**config.mk**
```make
export PLATFORM = sky130hd
export DESIGN_NAME = multichannel_level_sequencer_top
export DESIGN_NICKNAME = d
export VERILOG_FILES = /design/src/hw/rtl/mls_pkg.sv /design/src/hw/rtl/multichannel_level_sequencer_top.sv /design/src/hw/rtl/mls_front.sv /design/src/hw/rtl/mls_queue.sv /design/src/hw/rtl/mls_back.sv
export SDC_FILE = /design/constraint.sdc
export NUM_CORES = 2
export LEC_CHECK = 0
export BUFFER_PORTS_ARGS = -buffer_cell sky130_fd_sc_hd__buf_2
export CORE_UTILIZATION = 59
export DETAILED_ROUTE_END_ITERATION = 7
export PLACE_DENSITY = 0.77
export SYNTH_ARGS = -nofsm -noshare
export SYNTH_HDL_FRONTEND = slang
export SYNTH_SLANG_ARGS = --single-unit
```
**constraint.sdc**
```tcl
create_clock -name clk -period 14.7 [get_ports clk]
set_clock_uncertainty 0.1 [all_clocks]
set_input_delay 2.205 -clock clk [delete_from_list [all_inputs] [get_ports clk]]
set_output_delay 2.205 -clock clk [all_outputs]
set_load 0.02 [all_outputs]
```
**src/hw/rtl/mls_pkg.sv**
```systemverilog
// ----------------------------------------------------------------------------
// mls_pkg: shared types and constants of the level sequencer
// opcodes, the classified command that travels from front to back, and the
// layout of one period table word
// ----------------------------------------------------------------------------
package mls_pkg;

  // field widths fixed by the item format
  localparam int TIME_W      = 8;
  localparam int IDX_W       = 6;
  localparam int CHAN_W      = 3;
  localparam int MASK_W      = 8;
  localparam int IN_TDATA_W  = 48;
  localparam int IN_TUSER_W  = 2;
  localparam int OUT_TDATA_W = 32;

  // command queue between front and back
  localparam int Q_DEPTH = 2;
  localparam int Q_PTR_W = 1;
  localparam int Q_CNT_W = 2;

  // opcodes carried in tuser
  localparam logic [IN_TUSER_W-1:0] OP_TICK  = 2'd0;
  localparam logic [IN_TUSER_W-1:0] OP_WRITE = 2'd1;
  localparam logic [IN_TUSER_W-1:0] OP_CHAN  = 2'd2;

  typedef enum logic [1:0] {
    CMD_TICK,
    CMD_WRITE,
    CMD_CHAN
  } cmd_kind_t;

  // classified command, indexes already wrapped to the table size
  typedef struct packed {
    cmd_kind_t          kind;
    logic [TIME_W-1:0]  now;
    logic [IDX_W-1:0]   entry;
    logic               level;
    logic [TIME_W-1:0]  duration;
    logic [TIME_W-1:0]  reload;
    logic [IDX_W-1:0]   link;
    logic [CHAN_W-1:0]  channel;
    logic               enable;
  } cmd_t;

  // one period table word
  typedef struct packed {
    logic               level;
    logic [TIME_W-1:0]  duration;
    logic [TIME_W-1:0]  reload;
    logic [IDX_W-1:0]   link;
  } period_t;

endpackage

```
**src/hw/rtl/multichannel_level_sequencer_top.sv**
```systemverilog
// ----------------------------------------------------------------------------
// multichannel_level_sequencer_top: eight-pin level sequencer
// each pin walks a cyclic chain of periods from a shared table; ticks report
// the port value, changed pins, next event time and halted channels
// ----------------------------------------------------------------------------
// A table write or a channel start or stop is done from the idle state of the
// execution part. A tick visits the channels in turn; a stopped channel is
// skipped, a running one reads its period and evaluates it, once more per
// period advance. The walk is serialised by the single-port period table,
// which each channel reads and, on entering a period, rewrites. The front end
// keeps accepting items into a two-deep queue while a tick runs, and a
// finished result waits in its own register.
// The period table has no reset; a tick must only reach written entries.
// ----------------------------------------------------------------------------
module multichannel_level_sequencer_top
  import mls_pkg::*;
#(
  parameter int CHANNELS = 8,
  parameter int ENTRIES  = 64
) (
  input  logic                   clk,
  input  logic                   rst_n,
  input  logic                   in_tvalid,
  output logic                   in_tready,
  // now[7:0], entry[13:8], level[14], duration[22:15], reload_duration[30:23],
  // next_entry[36:31], channel[39:37], enable[40], zero[47:41]
  input  logic [IN_TDATA_W-1:0]  in_tdata,
  // op[1:0]
  input  logic [IN_TUSER_W-1:0]  in_tuser,
  output logic                   out_tvalid,
  input  logic                   out_tready,
  // port_value[7:0], changed_mask[15:8], next_event_time[23:16],
  // halted_mask[31:24]
  output logic [OUT_TDATA_W-1:0] out_tdata
);

  logic f_valid;
  logic f_ready;
  cmd_t f_cmd;
  logic q_valid;
  logic q_ready;
  cmd_t q_cmd;

  // decode and classify
  mls_front #(
    .CHANNELS (CHANNELS),
    .ENTRIES  (ENTRIES)
  ) u_front (
    .clk       (clk),
    .rst_n     (rst_n),
    .in_tvalid (in_tvalid),
    .in_tready (in_tready),
    .in_tdata  (in_tdata),
    .in_tuser  (in_tuser),
    .cmd_valid (f_valid),
    .cmd       (f_cmd),
    .cmd_ready (f_ready)
  );

  // command queue
  mls_queue u_queue (
    .clk        (clk),
    .rst_n      (rst_n),
    .push_valid (f_valid),
    .push_ready (f_ready),
    .push_data  (f_cmd),
    .pop_valid  (q_valid),
    .pop_ready  (q_ready),
    .pop_data   (q_cmd)
  );

  // execution
  mls_back #(
    .CHANNELS (CHANNELS),
    .ENTRIES  (ENTRIES)
  ) u_back (
    .clk        (clk),
    .rst_n      (rst_n),
    .cmd_valid  (q_valid),
    .cmd        (q_cmd),
    .cmd_ready  (q_ready),
    .out_tvalid (out_tvalid),
    .out_tready (out_tready),
    .out_tdata  (out_tdata)
  );

endmodule

```
**src/hw/rtl/mls_front.sv**
```systemverilog
// ----------------------------------------------------------------------------
// mls_front: input stage of the level sequencer
// accepts stream transactions, decodes the opcode, wraps table indexes and
// drops items that have no effect, then hands a command to the queue
// ----------------------------------------------------------------------------
module mls_front
  import mls_pkg::*;
#(
  parameter int CHANNELS = 8,
  parameter int ENTRIES  = 64
) (
  input  logic                  clk,
  input  logic                  rst_n,
  input  logic                  in_tvalid,
  output logic                  in_tready,
  input  logic [IN_TDATA_W-1:0] in_tdata,
  input  logic [IN_TUSER_W-1:0] in_tuser,
  output logic                  cmd_valid,
  output cmd_t                  cmd,
  input  logic                  cmd_ready
);

  // index modulo table size, by conditional subtraction of shifted sizes
  function automatic logic [IDX_W-1:0] wrap_idx(input logic [IDX_W-1:0] v);
    logic [IDX_W-1:0] r;
    r = v;
    for (int k = IDX_W - 1; k >= 0; k--) begin
      if (32'(r) >= (ENTRIES << k)) begin
        r = r - IDX_W'(ENTRIES << k);
      end
    end
    return r;
  endfunction

  logic              cmd_valid_r;
  cmd_t              cmd_r;
  cmd_t              cmd_nxt;
  logic              keep_nxt;
  logic              accept;
  logic [CHAN_W-1:0] chan;

  assign in_tready = !cmd_valid_r || cmd_ready;
  assign accept    = in_tvalid && in_tready;
  assign chan      = in_tdata[39:37];

  // decode and classify
  always_comb begin
    cmd_nxt.now      = in_tdata[7:0];
    cmd_nxt.entry    = wrap_idx(in_tdata[13:8]);
    cmd_nxt.level    = in_tdata[14];
    cmd_nxt.duration = in_tdata[22:15];
    cmd_nxt.reload   = in_tdata[30:23];
    cmd_nxt.link     = wrap_idx(in_tdata[36:31]);
    cmd_nxt.channel  = chan;
    cmd_nxt.enable   = in_tdata[40];
    cmd_nxt.kind     = CMD_TICK;
    keep_nxt         = 1'b0;
    unique case (in_tuser)
      OP_TICK: begin
        cmd_nxt.kind = CMD_TICK;
        keep_nxt     = 1'b1;
      end
      OP_WRITE: begin
        cmd_nxt.kind = CMD_WRITE;
        keep_nxt     = 1'b1;
      end
      OP_CHAN: begin
        cmd_nxt.kind = CMD_CHAN;
        keep_nxt     = {29'd0, chan} < 32'(CHANNELS);
      end
      default: begin
        keep_nxt = 1'b0;
      end
    endcase
  end

  // command holding register
  always_ff @(posedge clk) begin
    if (!rst_n) begin
      cmd_valid_r <= 1'b0;
    end else if (accept) begin
      cmd_valid_r <= keep_nxt;
    end else if (cmd_ready) begin
      cmd_valid_r <= 1'b0;
    end
  end

  always_ff @(posedge clk) begin
    if (accept) begin
      cmd_r <= cmd_nxt;
    end
  end

  assign cmd_valid = cmd_valid_r;
  assign cmd       = cmd_r;

endmodule

```
**src/hw/rtl/mls_queue.sv**
```systemverilog
// ----------------------------------------------------------------------------
// mls_queue: short command queue between front and back
// lets the input side keep accepting while a tick is being worked off
// ----------------------------------------------------------------------------
module mls_queue
  import mls_pkg::*;
(
  input  logic clk,
  input  logic rst_n,
  input  logic push_valid,
  output logic push_ready,
  input  cmd_t push_data,
  output logic pop_valid,
  input  logic pop_ready,
  output cmd_t pop_data
);

  cmd_t               slot_r [Q_DEPTH];
  logic [Q_PTR_W-1:0] wr_ptr_r;
  logic [Q_PTR_W-1:0] rd_ptr_r;
  logic [Q_CNT_W-1:0] count_r;
  logic               do_push;
  logic               do_pop;

  assign push_ready = count_r != Q_CNT_W'(Q_DEPTH);
  assign pop_valid  = count_r != '0;
  assign do_push    = push_valid && push_ready;
  assign do_pop     = pop_valid && pop_ready;
  assign pop_data   = slot_r[rd_ptr_r];

  // pointers and fill count
  always_ff @(posedge clk) begin
    if (!rst_n) begin
      wr_ptr_r <= '0;
      rd_ptr_r <= '0;
      count_r  <= '0;
    end else begin
      if (do_push) begin
        wr_ptr_r <= wr_ptr_r + 1'b1;
      end
      if (do_pop) begin
        rd_ptr_r <= rd_ptr_r + 1'b1;
      end
      if (do_push && !do_pop) begin
        count_r <= count_r + 1'b1;
      end else if (do_pop && !do_push) begin
        count_r <= count_r - 1'b1;
      end
    end
  end

  // storage
  always_ff @(posedge clk) begin
    if (do_push) begin
      slot_r[wr_ptr_r] <= push_data;
    end
  end

endmodule

```
**src/hw/rtl/mls_back.sv**
```systemverilog
// ----------------------------------------------------------------------------
// mls_back: execution part of the level sequencer
// owns the period table and the channel state; runs table writes, channel
// starts and stops, and walks the channels one by one on a tick
// ----------------------------------------------------------------------------
module mls_back
  import mls_pkg::*;
#(
  parameter int CHANNELS = 8,
  parameter int ENTRIES  = 64
) (
  input  logic                   clk,
  input  logic                   rst_n,
  input  logic                   cmd_valid,
  input  cmd_t                   cmd,
  output logic                   cmd_ready,
  output logic                   out_tvalid,
  input  logic                   out_tready,
  output logic [OUT_TDATA_W-1:0] out_tdata
);

  localparam int DEPTH = (ENTRIES < 64) ? ENTRIES : 64;
  localparam int AW    = $clog2(DEPTH);
  localparam int CIW   = (CHANNELS > 1) ? $clog2(CHANNELS) : 1;
  localparam int SW    = $clog2(ENTRIES + 1);

  typedef enum logic [2:0] {
    S_IDLE,
    S_CHAN,
    S_READ,
    S_EVAL,
    S_DONE
  } state_t;

  state_t             state_r;

  // channel state
  logic [CHANNELS-1:0] active_r;
  logic [IDX_W-1:0]    ch_entry_r  [CHANNELS];
  logic [TIME_W-1:0]   ch_credit_r [CHANNELS];
  logic [TIME_W-1:0]   last_time_r;
  logic [MASK_W-1:0]   port_r;

  // tick working registers
  logic [CIW-1:0]      c_r;
  logic [TIME_W-1:0]   delta_r;
  logic [TIME_W-1:0]   now_r;
  logic [TIME_W-1:0]   future_r;
  logic [MASK_W-1:0]   changed_r;
  logic [MASK_W-1:0]   vals_r;
  logic [MASK_W-1:0]   halted_r;
  logic [IDX_W-1:0]    e_r;
  logic [TIME_W-1:0]   credit_r;
  logic [SW-1:0]       steps_r;
  logic                entered_r;

  // result register
  logic                   out_valid_r;
  logic [OUT_TDATA_W-1:0] out_data_r;

  // period table, one port
  period_t             mem [DEPTH];
  period_t             rd_word_r;
  logic                mem_we;
  logic [AW-1:0]       mem_addr;
  period_t             mem_wdata;

  // derived values
  logic [TIME_W:0]     sum_nxt;
  logic [TIME_W-1:0]   credit_nxt;
  logic [TIME_W-1:0]   dur_eff;
  logic [TIME_W-1:0]   rem;
  logic                reach;
  logic                at_limit;
  logic                last_ch;
  logic [MASK_W-1:0]   ch_bit;
  logic [MASK_W-1:0]   port_nxt;
  logic [CIW-1:0]      cmd_ch;
  logic                idle_write;
  logic                publish;

  assign cmd_ready  = state_r == S_IDLE;
  assign cmd_ch     = cmd.channel[CIW-1:0];
  assign idle_write = (state_r == S_IDLE) && cmd_valid && (cmd.kind == CMD_WRITE);

  assign sum_nxt    = {1'b0, ch_credit_r[c_r]} + {1'b0, delta_r};
  assign credit_nxt = sum_nxt[TIME_W] ? {TIME_W{1'b1}} : sum_nxt[TIME_W-1:0];
  assign dur_eff    = entered_r ? rd_word_r.reload : rd_word_r.duration;
  assign reach      = credit_r >= dur_eff;
  assign rem        = dur_eff - credit_r;
  assign at_limit   = steps_r == SW'(ENTRIES);
  assign last_ch    = c_r == CIW'(CHANNELS - 1);
  assign ch_bit     = MASK_W'(1) << c_r;
  assign port_nxt   = (port_r & ~changed_r) | vals_r;
  assign publish    = (state_r == S_DONE) && (!out_valid_r || out_tready);

  // memory port control: writes from the idle state or on entering a period
  always_comb begin
    mem_we    = 1'b0;
    mem_addr  = e_r[AW-1:0];
    mem_wdata = rd_word_r;
    if (state_r == S_IDLE) begin
      mem_addr  = cmd.entry[AW-1:0];
      mem_we    = idle_write;
      mem_wdata = '{level: cmd.level, duration: cmd.duration,
                    reload: cmd.reload, link: cmd.link};
    end else if (state_r == S_EVAL && entered_r) begin
      mem_we             = 1'b1;
      mem_wdata.duration = rd_word_r.reload;
    end
  end

  always_ff @(posedge clk) begin
    if (mem_we) begin
      mem[mem_addr] <= mem_wdata;
    end
    rd_word_r <= mem[mem_addr];
  end

  // sequencer
  always_ff @(posedge clk) begin
    if (!rst_n) begin
      state_r     <= S_IDLE;
      active_r    <= '0;
      for (int i = 0; i < CHANNELS; i++) begin
        ch_entry_r[i]  <= '0;
        ch_credit_r[i] <= '0;
      end
      last_time_r <= '0;
      port_r      <= '0;
      c_r         <= '0;
      steps_r     <= '0;
      entered_r   <= 1'b0;
    end else begin
      unique case (state_r)
        S_IDLE: begin
          if (cmd_valid) begin
            unique case (cmd.kind)
              CMD_TICK: begin
                delta_r     <= cmd.now - last_time_r;
                last_time_r <= cmd.now;
                now_r       <= cmd.now;
                c_r         <= '0;
                future_r    <= {TIME_W{1'b1}};
                changed_r   <= '0;
                vals_r      <= '0;
                halted_r    <= '0;
                state_r     <= S_CHAN;
              end
              CMD_CHAN: begin
                if (cmd.enable) begin
                  ch_entry_r[cmd_ch]  <= cmd.entry;
                  ch_credit_r[cmd_ch] <= '0;
                  active_r[cmd_ch]    <= 1'b1;
                end else begin
                  active_r[cmd_ch] <= 1'b0;
                end
              end
              default: begin
              end
            endcase
          end
        end
        // pick up one channel and add elapsed time to its credit
        S_CHAN: begin
          if (active_r[c_r]) begin
            e_r       <= ch_entry_r[c_r];
            credit_r  <= credit_nxt;
            steps_r   <= '0;
            entered_r <= 1'b0;
            state_r   <= S_READ;
          end else if (last_ch) begin
            state_r <= S_DONE;
          end else begin
            c_r <= c_r + 1'b1;
          end
        end
        S_READ: begin
          state_r <= S_EVAL;
        end
        // compare credit with the period and follow the link if it elapsed
        S_EVAL: begin
          if (entered_r) begin
            vals_r <= rd_word_r.level ? (vals_r | ch_bit) : (vals_r & ~ch_bit);
          end
          if (reach && !at_limit) begin
            steps_r   <= steps_r + 1'b1;
            e_r       <= rd_word_r.link;
            credit_r  <= '0;
            changed_r <= changed_r | ch_bit;
            entered_r <= 1'b1;
            state_r   <= S_READ;
          end else begin
            ch_entry_r[c_r]  <= e_r;
            ch_credit_r[c_r] <= credit_r;
            if (reach) begin
              active_r[c_r] <= 1'b0;
              halted_r      <= halted_r | ch_bit;
            end else if (rem < future_r) begin
              future_r <= rem;
            end
            if (last_ch) begin
              state_r <= S_DONE;
            end else begin
              c_r     <= c_r + 1'b1;
              state_r <= S_CHAN;
            end
          end
        end
        // publish the tick result once the output register is free
        S_DONE: begin
          if (publish) begin
            port_r     <= port_nxt;
            out_data_r <= {halted_r, now_r + future_r, changed_r, port_nxt};
            state_r    <= S_IDLE;
          end
        end
        default: begin
          state_r <= S_IDLE;
        end
      endcase
    end
  end

  // result valid flag
  always_ff @(posedge clk) begin
    if (!rst_n) begin
      out_valid_r <= 1'b0;
    end else if (publish) begin
      out_valid_r <= 1'b1;
    end else if (out_tready) begin
      out_valid_r <= 1'b0;
    end
  end

  assign out_tvalid = out_valid_r;
  assign out_tdata  = out_data_r;

endmodule

```
## After elaboration in Yosys (flattened, before gate mapping)

Memories as Yosys holds them, arrays and structs flattened. A register that Yosys moved wholly into a read port is not among the register bits.
Cells that the tools add are included.

- Memory bits (writable): 1670
- Input port bits: 54
- Memories: 4
- Register bits: 181
- Output and inout port bits: 34

Memory list:

| memory | words | bits a word | read ports | clocked after Yosys merged registers in | wr ports | RTL line | text |
|---|---|---|---|---|---|---|---|
| u_back.mem | 64 | 23 | 1 | 1 | 1 | mls_back.sv:62 | `period_t mem [DEPTH];` |
| u_queue.slot_r | 2 | 43 | 1 | 1 | 1 | mls_queue.sv:18 | `cmd_t slot_r [Q_DEPTH];` |
| u_back.ch_credit_r | 8 | 8 | 1 | 1 | 8 | mls_back.sv:40 | `logic [TIME_W-1:0] ch_credit_r [CHANNELS];` |
| u_back.ch_entry_r | 8 | 6 | 1 | 1 | 8 | mls_back.sv:39 | `logic [IDX_W-1:0] ch_entry_r [CHANNELS];` |

- Muxes and demuxes: 104
- Shift operators: 1
- $add $sub $neg: 10
- Bitwise gates (word level): 13
- Equality and inequality tests: 24
- Reduce and logical (&&, ||, !) cells: 46
- Order comparisons: 6

Operators by type and width:

| operator | number |
|---|---|
| 2-to-1 mux 8 bit | 25 |
| one-hot mux 8 bit (2 select lines) | 6 |
| 2-to-1 mux 3 bit | 20 |
| bitwise OR 8 bit | 5 |
| 2-to-1 mux 1 bit | 34 |
| AND 8 bit | 4 |
| inverter 8 bit | 4 |
| 2-to-1 mux 6 bit | 5 |
| AND reduction 5 bit | 4 |
| OR reduction 8 bit | 2 |
| subtractor 8 bit | 2 |
| one-hot mux 3 bit (5 select lines) | 1 |
| 2-to-1 mux 14 bit | 1 |
| 2-to-1 mux 7 bit | 2 |
| inequality test 2 x 1 -> 1 bit (second input constant) | 7 |
| one-hot mux 7 bit (2 select lines) | 1 |
| inequality test 2 bit (second input constant) | 6 |
| one-hot mux 6 bit (2 select lines) | 1 |
| AND reduction 4 bit | 3 |
| nonzero test 2 bit | 6 |
| OR reduction 6 bit | 2 |
| logical AND 1 bit | 11 |
| adder 8 x 8 -> 9 bit | 1 |
| one-hot mux 3 bit (3 select lines) | 1 |
| other kinds (33) | 50 |

## Logic depth before layout (Yosys ltp)

- Depth in word-level cells: 10
- Mapped depth: 15
- Mapped depth without buffers: 14

## Cells and area by module

A second synthesis with hierarchy kept.

- Cell total of the unflattened synthesis: 5470
- Area, all modules: 75318.5 µm²

Modules (own cells, without submodules):

| module | instances | area each (µm²) | cells each | seq. area each (µm²) |
|---|---|---|---|---|
| mls_back | 1 | 70619.0 | 5262 | 51689.6 |
| mls_queue | 1 | 3342.0 | 158 | 2682.6 |
| mls_front | 1 | 1357.6 | 50 | 1311.3 |

## Least setup slack after synthesis

OpenSTA, ideal clock, no wires.

- Kind: reg2reg
- Start point: reg (tool-made name)
- End point: mem u_back.mem[0][11] (netlist name) (data pin)
- Library setup time: 0.702 ns
- Arrival: 4.254 ns
- Setup slack: 9.645 ns
- Path buffers: 5
- Required time: 13.898 ns
- Period minus slack after synthesis: 5.055 ns
- Cell stages (with the launch flop): 8
- Path through: dfxtp_1 buf_2 buf_2 buf_1 clkbuf_1 buf_1 mux2i_1 o21ai_0

RTL lines:

| what | RTL line |
|---|---|
| to (decl) | mls_back.sv:62 |

==> results.toml <==
[clocking]
post_cts_buffers = 0
ctsLongestPathBuffers = 3
htree_num_levels = 4
clk_pin_slew_ns = 0.06
cts_buffers = 178
cts_root_buffer = "clkbuf_16"
post_cts_resized = 0
cts_hold_buffers = 0
insertion_delay_ns = 0.82
cts_tree = "built"
cts.sinks = 1878

[synthesis]
synth_mux_area_share_pct = 2.23
ys_types = 63
synth_area_leaders = "edfxtp_1 (76%), a22oi_1 (6.8%), nand4_1 (2.1%)"
synthesis.area_mm2 = 0.0715
syn_avg_cell_area_um2 = 16.7
syn_nets = 4377
synth_seq_cells = 1878
ys_seq_area_share_pct = 77.9
synth_top_area_share_pct = 75.9
syn_inst = 4275
yosys.area_share.adder_pct = 0.882
synth_compound_area_share_pct = 10.2
synth_xor_area_share_pct = 0.355
synthFlopType = "edfxtp_1"
post-synth-top-count-cell = "edfxtp_1"
async_flop_share_pct = 0
synth_top_family_by_area = "compound AO/OA/AOI/OAI gates"
yosys.area_share.simple_pct = 6.28
synth_commonest_cells = "edfxtp_1 (1807), a22oi_1 (649), nor2_1 (256), nand4_1 (243), nand2_1 (149)"
synth_area_leader_cell = "edfxtp_1"
synth_warnings = 0
synth_edf_count = 1807

[layout]
fill_cells = 7599
drive_above_1_share_pct = 14.5
final_cells = 6177
area_growth_pct = 12.1
final_area_mm2 = 0.0801
fin_nets = 4515

[critical_path]
rr_endpoint = "u_back.mem[8][8]"
worstPathRequired_ns = 15.08
slowest_stage = "nor2_2"
crit_fanout = 39
slowest_delay_ns = 0.75
r2r_slack_ns = 9.07
rr_worst_depth = 9
end_kind = "flip-flop"
crit_top_cell = "buf_4"
crit_chain = "mux2_2, mux2_4, buf_4, nor3_2, buf_4, buf_4, nand2_1, nor2_2, buf_4"
cp_data_arrival_time_ns = 6.00
start_kind = "flip-flop"
worst-setup-path-type = "flip-flop to flip-flop"

[global_routing]
antenna_found_initial = 10
grt_usage_pct = 31.6
grt_pass1_wl_um = 278000
grt_pass1_vias = 41600
grt_max_degree = 124
grt-ovfl-total = 0

[timing]
worst_slack_ns = 9.07
rsz0062_at_grt = "false"
finalSetupViolCount = 0
hold_violations = 0
post-route-min-period_ns = 5.63
worst_pin_slew_ns = 1.57
clock.fmax_mhz = 178
slew_violations = 5
max-slew-margin-rel_pct = -5.75
whs_ns = 0.347
finalCritPeriodShare_pct = 38.3
tns_ns = 0

[die]
core_mm2 = 0.120
die_w_um = 350
start_util_pct = 59.6
ios = 88
die_h_um = 350
die_area_mm2 = 0.123
std_cell_rows = 127

[pwr]
p_leak_nw = 24.9
vdd_ir_drop_max_mv = 0.184
power.density_mw_per_mm2 = 190

[worst_hold_path]
min_to = "u_queue.slot_r[1][41]"
hp-class = "flip-flop to flip-flop"
min_path_cells = 0
hold_start = "u_front.cmd[41]"

[run]
maxCapViolCount = 1

[placement]
portBuffers = 80
dp_cells = 5845
hpwl_um = 107000
gp_congestion = 0.950
place_ws_ns = 8.95
dpl_cell_area_mm2 = 0.0744

[detailed_routing]
drt-vias-per-instance = 6.96
wl_met3_um = 26700
drt_iter0_markers = 7361
drc = 2
ant_nets = 0
wl_met2_um = 90000
first_pass_iters = 8
top_layer = "met5"
wl_met1_um = 66900
routedWlPerCell_um = 31.5
routed_wl_um = 194000
vias = 43000

[run_status]
outcome = "complete, but fails checks"
failed_checks = "DRC, capacitance limit, slew limit"
==> metrics by stage <==
step                utilization, %  total power, W
finish                        66.8          0.0152
CTS                           66.8          0.0150
global placement              62.0          0.0105
detailed placement            62.0          0.0106
floorplan                        -         0.00898
global route                  66.8          0.0155
==> report_power, final <==
group / total [W] / switching, W / internal [W]
clock: 0.00449 / 0.00195 / 0.00254
combinational: 0.00387 / 0.00300 / 0.000863
sequential: 0.00683 / 0.0000933 / 0.00673
==> worst max-delay path, delay by kind of cell, from the launching register on <==
kind | cells | cell delay (ns)
muxes | 2 | 0.86
and+or+nand+nor | 3 | 1.85
DFF | 1 | 0.55
buffers and inverters | 4 | 1.86
==> flip-flops by register name (all words and copies together), names as in the netlist, 3 cells and up, named ones only <==
register            count
u_back.last_time_r      8
u_back.now_r            8
u_back.port_r           8
u_back.mem           1472
u_back.ch_credit_r     64
u_back.delta_r          8
u_back.changed_r        8
u_back.ch_entry_r      48
u_back.steps_r          7
u_front.cmd            43
u_back.out_tdata       32
u_back.rd_word_r       23
u_back.state_r          3
u_back.credit_r         8
u_back.c_r              3
u_back.e_r              6
u_queue.slot_r         86
u_back.halted_r         8
u_back.future_r         8
u_back.vals_r           8
==> logic make-up after synthesis <==
kind of cell / Yosys count
DFF: 1878
AOI/OAI and AO/OA: 1000
and+or+nand+nor: 863
buffers and inverters: 344
muxes: 113
adders and majority gates: 48
xor gates and xnor gates: 29
==> worst max-delay path by stage <==
| stage | end | depth (start not counted) |
|---|---|---|
| 4_1_cts | u_back.mem[8][17] | 9 |
| 2_1_floorplan | u_back.mem[0][11] | 7 |
| 3_3_place_gp | u_back.ch_entry_r[0][3] | 5 |
| 3_5_place_dp | u_back.ch_entry_r[1][0] | 5 |
| 5_1_grt | u_back.mem[8][17] | 9 |
| 6_report | u_back.mem[8][8] | 9 |
==> layer usage <==
layer | vias up | GRT usage [%]
li1 | 17700 | -
met1 | 21200 | 41.4
met2 | 3438 | 48.7
met3 | 625 | 8.63
met4 | 12 | 16.6
met5 | - | 0
==> final cells by class <==
type	instances	area [um^2]	area share, %
Clock inverter	97	838	1.05
Clock buffer	232	4850	6.06
Antenna cell	3	7.51	0.00937
Sequential cell	1878	55700	69.5
Multi-Input combinational cell	2053	14800	18.5
Timing Repair Buffer	235	1680	2.09
Inverter	67	251	0.314
Tap cell	1612	2020	2.52
==> cell usage in the layout (no fill, tap or decap), types with 69 or more instances in the layout <==
| cell type | instances |
|---|---|
| a21oi_1 | 111 |
| a22oi_1 | 649 |
| a41oi_1 | 95 |
| buf_2 | 80 |
| buf_4 | 146 |
| clkbuf_16 | 184 |
| dfxtp_1 | 69 |
| edfxtp_1 | 1807 |
| nand2_1 | 149 |
| nand4_1 | 243 |
| nor2_1 | 189 |
Power figures use the tool's default switching activity.
